## config.mk

```make
export PLATFORM = sky130hd
export DESIGN_NAME = tdma_beacon_slot_scheduler_flat
export DESIGN_NICKNAME = d
export VERILOG_FILES = /design/src/hw/rtl/tbs_pkg.sv /design/src/hw/rtl/tbs_if.sv /design/src/hw/rtl/tbs_div1000.sv /design/src/hw/rtl/tdma_beacon_slot_scheduler.sv /design/src/flat_wrapper.sv
export SDC_FILE = /design/constraint.sdc
export NUM_CORES = 2
export LEC_CHECK = 0
export ABC_AREA = 1
export CAP_MARGIN = 20
export CORE_MARGIN = 4
export CORE_UTILIZATION = 55
export CTS_BUF_LIST = sky130_fd_sc_hd__clkbuf_16
export DETAILED_ROUTE_END_ITERATION = 16
export DONT_BUFFER_PORTS = 1
export PLACE_DENSITY = 0.73
export SKIP_LAST_GASP = 1
export SLEW_MARGIN = 20
export SYNTH_ARGS = -nofsm -noshare
export SYNTH_HDL_FRONTEND = slang
export SYNTH_SLANG_ARGS = --single-unit
export TNS_END_PERCENT = 5
```

## constraint.sdc

```tcl
create_clock -name clk -period 9.41 [get_ports clk]
set_input_delay 2.823 -clock clk [delete_from_list [all_inputs] [get_ports clk]]
set_output_delay 2.823 -clock clk [all_outputs]
set_load 0.03 [all_outputs]
```

## src/hw/rtl/tbs_pkg.sv

```systemverilog
package tbs_pkg;

  // Width of every precomputed time target (ms); max is (65535+5)*1000
  localparam int unsigned TGT_W = 26;

  // Modes
  localparam logic [1:0] MODE_SYNC  = 2'd0;
  localparam logic [1:0] MODE_WAIT  = 2'd1;
  localparam logic [1:0] MODE_SLEEP = 2'd2;

  // Result actions
  localparam logic [2:0] ACT_NONE   = 3'd0;
  localparam logic [2:0] ACT_REARM  = 3'd1;
  localparam logic [2:0] ACT_ORPHAN = 3'd2;
  localparam logic [2:0] ACT_TX     = 3'd3;
  localparam logic [2:0] ACT_DEEP   = 3'd4;

  // Radio interrupt flag positions and beacon fields
  localparam int unsigned IRQ_RX_DONE = 6;
  localparam int unsigned IRQ_CRC_ERR = 5;
  localparam logic [7:0]  BEACON_CMD  = 8'd150;
  localparam logic [7:0]  DEST_BCAST  = 8'd0;

  // Timing constants
  localparam logic [TGT_W-1:0] MS_PER_S     = TGT_W'(1000);
  localparam logic [TGT_W-1:0] WAKE_LEAD_MS = TGT_W'(2000);
  localparam logic [TGT_W-1:0] ORPHAN_GUARD = TGT_W'(5000);

  // Reset values of the schedule state
  localparam logic [7:0]  RST_NODE  = 8'd20;
  localparam logic [15:0] RST_CYCLE = 16'd30;
  localparam logic [15:0] RST_SLOT  = 16'd300;

  // Divide by 1000 as multiply by reciprocal, exact for dividends below 2^26
  localparam int unsigned DIV_SHIFT = 36;
  localparam int unsigned DIV_MUL_W = 27;
  localparam logic [DIV_MUL_W-1:0] DIV_MUL = 27'd68719477;

  // One registered input request
  typedef struct packed {
    logic        op;
    logic [15:0] elapsed_ms;
    logic [7:0]  irq_flags;
    logic [7:0]  rx_length;
    logic [7:0]  beacon_dest;
    logic [7:0]  beacon_command;
    logic [15:0] beacon_cycle_s;
    logic [15:0] beacon_slot_ms;
  } item_t;

  // Decision stage result, before the sleep seconds are worked out
  typedef struct packed {
    logic [2:0]       action;
    logic [TGT_W-1:0] rem_less_1s;
    logic [1:0]       mode_now;
    logic             synced;
  } decision_t;

endpackage

```

## src/hw/rtl/tbs_if.sv

```systemverilog
// Request channel into the scheduler
interface tbs_in_if;
  logic        valid;
  logic        ready;
  logic        op;
  logic [15:0] elapsed_ms;
  logic [7:0]  irq_flags;
  logic [7:0]  rx_length;
  logic [7:0]  beacon_dest;
  logic [7:0]  beacon_command;
  logic [15:0] beacon_cycle_s;
  logic [15:0] beacon_slot_ms;

  modport source (
    output valid, op, elapsed_ms, irq_flags, rx_length, beacon_dest,
           beacon_command, beacon_cycle_s, beacon_slot_ms,
    input  ready
  );
  modport sink (
    input  valid, op, elapsed_ms, irq_flags, rx_length, beacon_dest,
           beacon_command, beacon_cycle_s, beacon_slot_ms,
    output ready
  );
endinterface

// Result channel out of the scheduler
interface tbs_out_if;
  logic        valid;
  logic        ready;
  logic [2:0]  action;
  logic [15:0] sleep_seconds;
  logic [1:0]  mode_now;
  logic        synced;

  modport source (
    output valid, action, sleep_seconds, mode_now, synced,
    input  ready
  );
  modport sink (
    input  valid, action, sleep_seconds, mode_now, synced,
    output ready
  );
endinterface

```

## src/hw/rtl/tbs_div1000.sv

```systemverilog
module tbs_div1000 (
  input  logic [tbs_pkg::TGT_W-1:0] dividend,
  output logic [15:0]               quotient
);
  import tbs_pkg::*;

  localparam int unsigned PROD_W = TGT_W + DIV_MUL_W;

  logic [PROD_W-1:0] product;

  // floor(dividend / 1000) by reciprocal multiply and shift
  assign product  = PROD_W'(dividend) * PROD_W'(DIV_MUL);
  assign quotient = product[DIV_SHIFT+15:DIV_SHIFT];

endmodule

```

## src/hw/rtl/tdma_beacon_slot_scheduler.sv

```systemverilog
// Slot scheduler of a beacon-synchronised TDMA node. A request passes the input register,
// decision stage and result register; the stages stall together only as far as the result side
// holds them, and otherwise one request is taken per clock. The loop that sets the rate is the
// decision stage, which reads and updates mode and the millisecond counter as its request moves
// on, so each request sees the state its predecessor left. Transmit, wake and orphan targets
// are kept in registers, recomputed whenever node number, cycle or slot change, and deep-sleep
// seconds come from a reciprocal multiplier in the last stage. The user writes node_number
// through cfg_write/cfg_data only while no request is in flight; the block does not enforce it.
module tdma_beacon_slot_scheduler #(
  parameter int unsigned ORPHAN_SLEEP_S = 300,
  parameter int unsigned BEACON_BYTES   = 6
) (
  input  logic      clk,
  input  logic      rst,
  input  logic      cfg_write,
  input  logic [7:0] cfg_data,
  tbs_in_if.sink    items,
  tbs_out_if.source results
);
  import tbs_pkg::*;

  localparam logic [15:0] ORPHAN_S   = 16'(ORPHAN_SLEEP_S);
  localparam logic [7:0]  BEACON_LEN = 8'(BEACON_BYTES);
  localparam logic [TGT_W-1:0] RST_TX_TGT  = TGT_W'((RST_NODE - 8'd1) * RST_SLOT);
  localparam logic [TGT_W-1:0] RST_SLP_TGT = TGT_W'(RST_CYCLE * 16'd1000 - 16'd2000);
  localparam logic [TGT_W-1:0] RST_ORP_LIM = TGT_W'((RST_CYCLE + 16'd5) * 16'd1000);

  // Schedule state
  logic [7:0]       node_number;
  logic [1:0]       mode, mode_next;
  logic [31:0]      ms_counter, counter_next;
  logic [15:0]      cycle_seconds;
  logic [15:0]      slot_length_ms;
  logic [TGT_W-1:0] tx_target, sleep_target, orphan_limit;

  // Pipeline registers
  logic      s0_valid;
  item_t     s0;
  logic      s1_valid;
  decision_t s1, s1_next;
  logic      out_valid;
  logic [2:0]  res_action;
  logic [15:0] res_sleep_seconds;
  logic [1:0]  res_mode_now;
  logic        res_synced;

  logic s0_free, s1_free, s2_free, take_in, proc, move;

  // Stall chain: each stage loads when it is empty or its content moves on
  assign s2_free = !out_valid || results.ready;
  assign s1_free = !s1_valid || s2_free;
  assign s0_free = !s0_valid || s1_free;
  assign take_in = items.valid && s0_free;
  assign proc    = s0_valid && s1_free;
  assign move    = s1_valid && s2_free;
  assign items.ready = s0_free;

  // Input register
  always_ff @(posedge clk) begin
    if (rst) begin
      s0_valid <= 1'b0;
    end else if (s0_free) begin
      s0_valid <= items.valid;
    end
    if (take_in) begin
      s0 <= '{op: items.op, elapsed_ms: items.elapsed_ms, irq_flags: items.irq_flags,
              rx_length: items.rx_length, beacon_dest: items.beacon_dest,
              beacon_command: items.beacon_command, beacon_cycle_s: items.beacon_cycle_s,
              beacon_slot_ms: items.beacon_slot_ms};
    end
  end

  // Decision stage
  logic             is_sync, beacon_ok, load;
  logic [32:0]      sum;
  logic [31:0]      counter_add;
  logic [TGT_W-1:0] target_sel, remain;
  logic             reached, deep, over;
  logic [2:0]       act;
  logic             syn;

  assign is_sync   = (mode != MODE_WAIT) && (mode != MODE_SLEEP);
  assign beacon_ok = s0.irq_flags[IRQ_RX_DONE] && !s0.irq_flags[IRQ_CRC_ERR] &&
                     (s0.rx_length == BEACON_LEN) && (s0.beacon_dest == DEST_BCAST) &&
                     (s0.beacon_command == BEACON_CMD);
  assign load      = proc && s0.op && is_sync && beacon_ok;

  // Saturating counter advance
  assign sum         = {1'b0, ms_counter} + 33'(s0.elapsed_ms);
  assign counter_add = sum[32] ? '1 : sum[31:0];

  // Compare against the active target; remain only matters below it
  assign target_sel = (mode == MODE_WAIT) ? tx_target : sleep_target;
  assign reached    = counter_add >= 32'(target_sel);
  assign remain     = target_sel - counter_add[TGT_W-1:0];
  assign deep       = remain >= WAKE_LEAD_MS;
  assign over       = counter_add > 32'(orphan_limit);

  always_comb begin
    mode_next    = mode;
    counter_next = ms_counter;
    act          = ACT_NONE;
    syn          = 1'b0;
    if (s0.op) begin
      // receive event: only heard in sync mode
      if (is_sync) begin
        act = ACT_REARM;
        if (beacon_ok) begin
          mode_next    = MODE_WAIT;
          counter_next = '0;
          syn          = 1'b1;
        end
      end
    end else begin
      counter_next = counter_add;
      case (mode)
        MODE_WAIT: begin
          if (reached) begin
            act       = ACT_TX;
            mode_next = MODE_SLEEP;
          end else if (deep) begin
            act = ACT_DEEP;
          end
        end
        MODE_SLEEP: begin
          if (reached) begin
            act       = ACT_REARM;
            mode_next = MODE_SYNC;
          end else if (deep) begin
            act = ACT_DEEP;
          end
        end
        default: begin
          // sync, and the unused code, which falls back to sync
          mode_next = MODE_SYNC;
          if (over) begin
            act          = ACT_ORPHAN;
            counter_next = '0;
          end
        end
      endcase
    end
    s1_next = '{action: act, rem_less_1s: remain - MS_PER_S, mode_now: mode_next,
                synced: syn};
  end

  always_ff @(posedge clk) begin
    if (rst) begin
      s1_valid <= 1'b0;
    end else if (s1_free) begin
      s1_valid <= s0_valid;
    end
    if (proc) begin
      s1 <= s1_next;
    end
  end

  // State update; targets follow the values they are built from in the same edge
  logic [7:0]       node_sel, node_m1;
  logic [15:0]      slot_sel, cyc_sel;
  logic [23:0]      tx_prod;
  logic [TGT_W-1:0] cyc_ms;

  assign node_sel = cfg_write ? cfg_data : node_number;
  assign node_m1  = node_sel - 8'd1;
  assign slot_sel = load ? s0.beacon_slot_ms : slot_length_ms;
  assign cyc_sel  = load ? s0.beacon_cycle_s : cycle_seconds;
  assign tx_prod  = 24'(node_m1) * 24'(slot_sel);
  assign cyc_ms   = TGT_W'(cyc_sel) * MS_PER_S;

  always_ff @(posedge clk) begin
    if (rst) begin
      node_number    <= RST_NODE;
      mode           <= MODE_SYNC;
      ms_counter     <= '0;
      cycle_seconds  <= RST_CYCLE;
      slot_length_ms <= RST_SLOT;
      tx_target      <= RST_TX_TGT;
      sleep_target   <= RST_SLP_TGT;
      orphan_limit   <= RST_ORP_LIM;
    end else begin
      if (cfg_write) begin
        node_number <= cfg_data;
      end
      if (proc) begin
        mode       <= mode_next;
        ms_counter <= counter_next;
      end
      if (load) begin
        cycle_seconds  <= s0.beacon_cycle_s;
        slot_length_ms <= s0.beacon_slot_ms;
      end
      tx_target    <= TGT_W'(tx_prod);
      sleep_target <= (cyc_ms >= WAKE_LEAD_MS) ? cyc_ms - WAKE_LEAD_MS : '0;
      orphan_limit <= cyc_ms + ORPHAN_GUARD;
    end
  end

  // Result stage: sleep seconds
  logic [15:0] deep_s, secs;

  tbs_div1000 u_div (
    .dividend (s1.rem_less_1s),
    .quotient (deep_s)
  );

  always_comb begin
    case (s1.action)
      ACT_DEEP:   secs = deep_s;
      ACT_ORPHAN: secs = ORPHAN_S;
      default:    secs = '0;
    endcase
  end

  always_ff @(posedge clk) begin
    if (rst) begin
      out_valid <= 1'b0;
    end else if (s2_free) begin
      out_valid <= s1_valid;
    end
    if (move) begin
      res_action        <= s1.action;
      res_sleep_seconds <= secs;
      res_mode_now      <= s1.mode_now;
      res_synced        <= s1.synced;
    end
  end

  assign results.valid         = out_valid;
  assign results.action        = res_action;
  assign results.sleep_seconds = res_sleep_seconds;
  assign results.mode_now      = res_mode_now;
  assign results.synced        = res_synced;

`ifndef SYNTHESIS
  // a beacon always leaves the node waiting for its slot
  a_sync_to_wait: assert property (@(posedge clk) disable iff (rst)
    results.valid && results.synced |-> results.mode_now == MODE_WAIT)
    else $error("synced result not in wait mode");

  // seconds only accompany the two sleep actions
  a_secs_only_sleep: assert property (@(posedge clk) disable iff (rst)
    results.valid && results.action != ACT_DEEP && results.action != ACT_ORPHAN
    |-> results.sleep_seconds == 16'd0)
    else $error("sleep seconds on non-sleep action");

  // transmit target register tracks node number and slot length; node zero wraps in 8 bits
  a_tx_target: assert property (@(posedge clk) disable iff (rst)
    tx_target == TGT_W'(24'(8'(node_number - 8'd1)) * 24'(slot_length_ms)))
    else $error("transmit target out of step");
`endif

endmodule

```

## src/flat_wrapper.sv

```systemverilog
// flat-port wrapper written by rule: the top's interface ports become plain ports
module tdma_beacon_slot_scheduler_flat import tbs_pkg::*;
#(
  parameter int unsigned ORPHAN_SLEEP_S = 300,
  parameter int unsigned BEACON_BYTES   = 6
)
  (clk, rst, cfg_write, cfg_data, items_valid, items_op, items_elapsed_ms, items_irq_flags, items_rx_length, items_beacon_dest, items_beacon_command, items_beacon_cycle_s, items_beacon_slot_ms, items_ready, results_valid, results_action, results_sleep_seconds, results_mode_now, results_synced, results_ready);
  tbs_in_if items_i ();
  tbs_out_if results_i ();
  input  logic clk;
  input  logic rst;
  input  logic cfg_write;
  input  logic [7:0] cfg_data;
  input wire logic [$bits(items_i.valid)-1:0] items_valid;
  input wire logic [$bits(items_i.op)-1:0] items_op;
  input wire logic [$bits(items_i.elapsed_ms)-1:0] items_elapsed_ms;
  input wire logic [$bits(items_i.irq_flags)-1:0] items_irq_flags;
  input wire logic [$bits(items_i.rx_length)-1:0] items_rx_length;
  input wire logic [$bits(items_i.beacon_dest)-1:0] items_beacon_dest;
  input wire logic [$bits(items_i.beacon_command)-1:0] items_beacon_command;
  input wire logic [$bits(items_i.beacon_cycle_s)-1:0] items_beacon_cycle_s;
  input wire logic [$bits(items_i.beacon_slot_ms)-1:0] items_beacon_slot_ms;
  output wire logic [$bits(items_i.ready)-1:0] items_ready;
  output wire logic [$bits(results_i.valid)-1:0] results_valid;
  output wire logic [$bits(results_i.action)-1:0] results_action;
  output wire logic [$bits(results_i.sleep_seconds)-1:0] results_sleep_seconds;
  output wire logic [$bits(results_i.mode_now)-1:0] results_mode_now;
  output wire logic [$bits(results_i.synced)-1:0] results_synced;
  input wire logic [$bits(results_i.ready)-1:0] results_ready;
  assign items_i.valid = items_valid;
  assign items_i.op = items_op;
  assign items_i.elapsed_ms = items_elapsed_ms;
  assign items_i.irq_flags = items_irq_flags;
  assign items_i.rx_length = items_rx_length;
  assign items_i.beacon_dest = items_beacon_dest;
  assign items_i.beacon_command = items_beacon_command;
  assign items_i.beacon_cycle_s = items_beacon_cycle_s;
  assign items_i.beacon_slot_ms = items_beacon_slot_ms;
  assign items_ready = items_i.ready;
  assign results_valid = results_i.valid;
  assign results_action = results_i.action;
  assign results_sleep_seconds = results_i.sleep_seconds;
  assign results_mode_now = results_i.mode_now;
  assign results_synced = results_i.synced;
  assign results_i.ready = results_ready;
  tdma_beacon_slot_scheduler #(.ORPHAN_SLEEP_S(ORPHAN_SLEEP_S), .BEACON_BYTES(BEACON_BYTES)) u_core (.clk(clk), .rst(rst), .cfg_write(cfg_write), .cfg_data(cfg_data), .items(items_i), .results(results_i));
endmodule
```

# Yosys cells after proc, flatten, opt, wreduce, memory -nomap -nowiden
# Index checks and enable logic that the tools add are counted.
[classes] add_sub_neg=6 mul=3 div_mod_pow=0 n_lt_le_gt_ge=4 eq_ne=10 shifts=0 mux=26 bitwise_logic=1 reduce_logical=23
[ops] operator="32-bit 2-to-1 mux" n=6
[ops] operator="26-bit by 11-bit greater-or-equal comparator with 1-bit output (second input constant)" n=2
[ops] operator="26-bit by 27-bit multiplier with 52-bit output (second input constant)" n=1
[ops] operator="32-bit by 16-bit adder with 33-bit output" n=1
[ops] operator="32-bit by 26-bit greater-or-equal comparator with 1-bit output" n=1
[ops] operator="32-bit by 26-bit greater-than comparator with 1-bit output" n=1
[ops] operator="16-bit 2-to-1 mux" n=2
[ops] operator="16-bit one-hot mux with 2 select lines" n=1
[ops] operator="26-bit by 13-bit adder with 26-bit output (second input constant)" n=1
[ops] operator="26-bit 2-to-1 mux" n=1
[ops] operator="26-bit by 10-bit subtractor with 26-bit output (second input constant)" n=1
[ops] operator="26-bit by 11-bit subtractor with 26-bit output (second input constant)" n=1
[ops] operator="26-bit subtractor" n=1
[ops] operator="8-bit by 16-bit multiplier with 24-bit output" n=1
[ops] operator="16-bit by 7-bit multiplier with 23-bit output (second input constant)" n=1
[ops] operator="15-bit 2-to-1 mux" n=1
[ops] operator="2-bit 2-to-1 mux" n=6
[ops] operator="3-bit 2-to-1 mux" n=4
[ops] operator="1-bit logical AND" n=11
[ops] operator="8-bit by 3-bit equality test with 1-bit output (second input constant)" n=1
[ops] operator="8-bit equality test (second input constant)" n=1
[ops] operator="8-bit logical NOT" n=1
[ops] operator="8-bit 2-to-1 mux" n=1
[ops] operator="8-bit by 1-bit subtractor with 8-bit output (second input constant)" n=1
[ops] operator="other kinds (15)" n=24
[totals] regBits=289 latchBits=0 ram_bits=0 rom_bits=0 output_inout_bits=24 memories=0

# Longest topological paths before layout
[logic_depth] word_depth=12 mapped_depth=40 mapped_depth_nobuf=38

# Hierarchy
# From an unflattened synthesis, not the netlist that was laid out.
[unflattened] cells_unflattened=4330 area_unflattened_um2=33847.5
[by_module_without_submodules] module="tdma_beacon_slot_scheduler" n_inst=1 cells_each=2763 area_per_inst_um2=21804.7 seq_area_each_um2=6816.5
[by_module_without_submodules] module="tbs_div1000" n_inst=1 cells_each=1567 area_per_inst_um2=12042.8 seq_area_each_um2=0.0

# Worst setup path before layout
# Ideal clock, no wire load.
[synth_timing] kind="input -> register" from="in results_ready" to="reg u_core.sleep_target[15]" arrival_ns=9.446 required_time_ns=9.348 setup_slack_ns=-0.097 path_stages=33 path_cell_list="inv_1 > nand2_1 > nor2_1 > inv_1 > nand2_1 > clkinv_1 > nand3_2 > clkbuf_1 > clkbuf_1 > nand2_1 > nand2_1 > inv_1 > fa_1 > fa_1 > inv_1 > fa_1 > inv_1 > fa_1 > inv_1 > ha_1 > clkbuf_1 > nand2_1 > nor3_1 > nand4_1 > nand3_1 > xnor2_1 > inv_1 > nor2_1 > nand3_1 > nand2_4 > nand2_4 > buf_12 > nor2_2"
[synth_between] elab_chain_len=11 elab_cells_between_ends=12 cone_classes="1 x add/sub; 1 x mul; 1 x order compare; 1 x mux; 1 x bitwise; 7 x reduce/logical"
[synth_lines] item="from (decl)" line_no="flat_wrapper.sv:29" source="input wire logic [$bits(results_i.ready)-1:0] results_ready;"
[synth_lines] item="1-bit logical OR *" line_no="tdma_beacon_slot_scheduler.sv:50" source="assign s2_free = !out_valid || results.ready;"
[synth_lines] item="1-bit logical OR *" line_no="tdma_beacon_slot_scheduler.sv:51" source="assign s1_free = !s1_valid || s2_free;"
[synth_lines] item="1-bit logical AND *" line_no="tdma_beacon_slot_scheduler.sv:54" source="assign proc = s0_valid && s1_free;"
[synth_lines] item="via u_core.proc" line_no="tdma_beacon_slot_scheduler.sv:47" source="logic s0_free, s1_free, s2_free, take_in, proc, move;"
[synth_lines] item="1-bit logical AND * (3 in a row)" line_no="tdma_beacon_slot_scheduler.sv:86" source="assign load = proc && s0.op && is_sync && beacon_ok;"
[synth_lines] item="16-bit 2-to-1 mux *"
[synth_lines] item="via u_core.cyc_sel[9]" line_no="tdma_beacon_slot_scheduler.sv:160" source="logic [15:0] slot_sel, cyc_sel;"
[synth_lines] item="16-bit by 7-bit multiplier with 23-bit output *" line_no="tdma_beacon_slot_scheduler.sv:169" source="assign cyc_ms = TGT_W'(cyc_sel) * MS_PER_S;"
[synth_lines] item="26-bit by 11-bit greater-or-equal comparator with 1-bit output" line_no="tdma_beacon_slot_scheduler.sv:194" source="sleep_target <= (cyc_ms >= WAKE_LEAD_MS) ? cyc_ms - WAKE_LEAD_MS : '0;"
[synth_lines] item="1-bit NOT (no line)"
[synth_lines] item="2-bit OR reduction (no line)"
[synth_lines] item="to (signal assigned)" line_no="tdma_beacon_slot_scheduler.sv:194"
[synth_lines] item="to (decl)" line_no="tdma_beacon_slot_scheduler.sv:34" source="logic [TGT_W-1:0] tx_target, sleep_target, orphan_limit;"
# Mark *: on every way through the listed nets, which the timed path passes. The rest lies on a longest branch.
# A chain may end at the register's enable or synchronous reset.

# Worst setup path after layout
[layout_timing] from="in results_ready" to="reg u_core.sleep_target[25]"
# The elaborated chain is that of the path after synthesis.

==> flow_summary.ini <==
[setup_path]
cp_max_fo = 16
cp_slowest_cell = fa_1
r2r-start = u_core.mode[0]$_SDFFE_PP0P_
required_ns = 9.91
cp-start-kind = primary input
cp-end-kind = flop
reg2reg_to = u_core.sleep_target[25]$_SDFF_PP0_
critPathArrivalTime_ns = 9.10
max_stage_delay_ns = 0.51
ff2ff_setup_slack_ns = 1.76
worstSetupPathType = in -> reg
rr_worst_depth = 33

[timing]
rsz0062_at_grt = false
drv_slew = 0
tns_ns = 0
setup_viol = 0
clock_skew_ns = 0.0255
fmax_mhz = 116
worst_slew_pin_slew_ns = 0.978
fin_crit_ns = 8.60
maxSlewHeadroom = 0.348
min_period_over_period = 0.914
hold_viol = 0

[detailed_routing]
remaining_drc_errors = 0
detail_route.first_pass.iterations = 5
vias_per_cell = 5.26
wl_per_cell_um = 16.9
postRouteAntennaNets = 0
drt_iter0_markers = 1368
wirelength_mm = 79.6
num_vias = 24779

[clock_network]
clock_insertion_delay_worst_skew_ns = 0.59
clk_path_buf_depth = 3
htree_levels = 1
cts_buffers = 30
post_cts_resized = 0
cts_tree = yes
cts.sinks = 276
clockRootBuffer = clkbuf_16
ctsHoldBuffers = 0
cts_setup_buffers = 0
path_clk_slew_ns = 0.06

[min_path]
whs_path_depth = 0
hp-start = u_core.s1[0]$_SDFFCE_PN0P_
whs_endpoint = u_core.results.synced$_DFFE_PP_
hold_path.class = reg -> reg

[placed_design]
gp_congestion = 0.957
hpwl_mm = 67.2
portBuffers = 0

[cells_and_area]
mostFrequentLayoutCells = 852 x inv_1, 680 x nand2_1, 453 x ha_1, 350 x nor2_1, 345 x fa_1
area_growth_pct = 6.01
layout-drive-gt1-share = 0.0396
diodes = 0
num-nets-final = 4810
final_common_cell = inv_1

[global_route]
grt_pass1_vias = 25205
grt_overflow = 0
grt_first_pass_wirelength_mm = 130
grt_start_max_net_pins = 87
track_usage = 0.255
antenna_found_initial = 0

[yosys]
synth_edf_count = 129
synthCells = 3913
yosysWarnings = 0
synthArstFlopShare = 0
postSynthAreaPerCell_um2 = 8.24
synth_flop_cell = dfxtp_1
synth_area_mm2 = 0.0322
syn-num-nets = 4805
ys_ff_latch = 276
synth.yosys.seq_area_share = 0.211
yosysUniqueCellTypes = 64

[run_status]
status = finished, final reports clean

[die]
initial_core_util = 0.557
rows = 88
io_pins = 118
core_area_mm2 = 0.0579
dieArea_mm2 = 0.0626
die_h_um = 250
die_w_um = 250

[flow_run]
timing.max_cap.violations = 0
==> metrics by stage <==
| stage | setup WS, ns | std cells | utilization | area (µm²) | hold slack, ns |
|---|---|---|---|---|---|
| 2_1_floorplan | 0.366 | 3913 | - | 32200 | 0.400 |
| 3_3_place_gp | 0.374 | 4651 | 0.573 | 33200 | 0.407 |
| 3_5_place_dp | 0.251 | 4651 | 0.573 | 33200 | 0.414 |
| 4_1_cts | 0.841 | 4707 | 0.590 | 34200 | 0.428 |
| 5_1_grt | 0.247 | 4707 | 0.590 | 34200 | 0.448 |
| 6_report | 0.808 | 4707 | 0.590 | 34200 | 0.425 |
==> per-layer routing <==
| layer | track usage | vias to the layer above | wire (µm) |
|---|---|---|---|
| met5 | 0 | - | 0 |
| met4 | 0.0997 | 0 | 3780 |
| met3 | 0.0318 | 184 | 3760 |
| met2 | 0.447 | 587 | 38700 |
| met1 | 0.322 | 11686 | 33300 |
| li1 | - | 12322 | - |
==> registers in the layout, summed over array words and instances (netlist names), 3 cells and up <==
name,cells
u_core.cycle_seconds,16
u_core.ms_counter,32
u_core.node_number,8
u_core.orphan_limit,23
u_core.results.action,3
u_core.results.sleep_seconds,16
u_core.s0,75
u_core.s1,32
u_core.sleep_target,23
u_core.slot_length_ms,16
u_core.tx_target,24
==> cells by family (layout without fill, tap and decap cells) <==
family	Yosys count	in the layout	synth area share
mux	6	6	0.00186
buf+inv	907	936	0.107
simple gates	1329	1329	0.174
fa+ha+maj	798	798	0.390
flops	276	276	0.211
xor+xnor	110	110	0.0323
compound gates	487	487	0.0840
==> worst max path at each step <==
stage                             start                                  to  slack, ns  cells past startpoint
after floorplan           results_ready  u_core.sleep_target[15]$_SDFF_PP0_       0.37                     33
after global placement    results_ready  u_core.sleep_target[25]$_SDFF_PP0_       0.37                     34
after detailed placement  results_ready  u_core.sleep_target[25]$_SDFF_PP0_       0.25                     35
after CTS                 results_ready  u_core.sleep_target[25]$_SDFF_PP0_       0.84                     35
after global routing      results_ready   u_core.sleep_target[3]$_SDFF_PP0_       0.25                     35
final                     results_ready  u_core.sleep_target[25]$_SDFF_PP0_       0.81                     35
==> final cells by class <==
class                      instances  area (µm²)
fill                            5281       23700
multi-input combinational       2730       22000
sequential                       276        6820
inverter                         857        3220
tap                              765         957
clock buffer                      33         826
clock inverter                    23         180
timing repair buffer              23         173
==> critical path, delay by kind of cell <==
kind	cells	cell delay [ns]
adder cells (fa/ha/maj)	4	1.86
buffers and inverters	7	0.85
AO/OA/AOI/OAI	1	0.26
XOR/XNOR	2	0.55
AND/OR/NAND/NOR	21	2.73
==> synthesized netlist by cell type, types with 8 or more instances <==
cell type    n  area share
a21o_1      16      0.0037
xor2_1      70       0.019
nand2_2     12      0.0023
nor3_1      34      0.0053
nand3b_1    14      0.0033
o21ai_0    143       0.022
nand4_1     41      0.0080
o21a_1      15      0.0035
or2_2       16      0.0031
nor2_1     351       0.041
a21oi_1    247       0.038
edfxtp_1   129        0.12
nor4_1      13      0.0025
nand2_1    680       0.079
o21bai_1    10      0.0023
fa_1       345        0.21
clkbuf_1    37      0.0043
nor2_2      11      0.0021
buf_2        8      0.0012
dfxtp_1    147       0.091
xnor2_1     31      0.0084
inv_1      850       0.099
ha_1       453        0.18
nand3_1    139       0.022
Power is not shown: default switching activity piles up to over one toggle a cycle in this logic, so the estimate is an artifact.
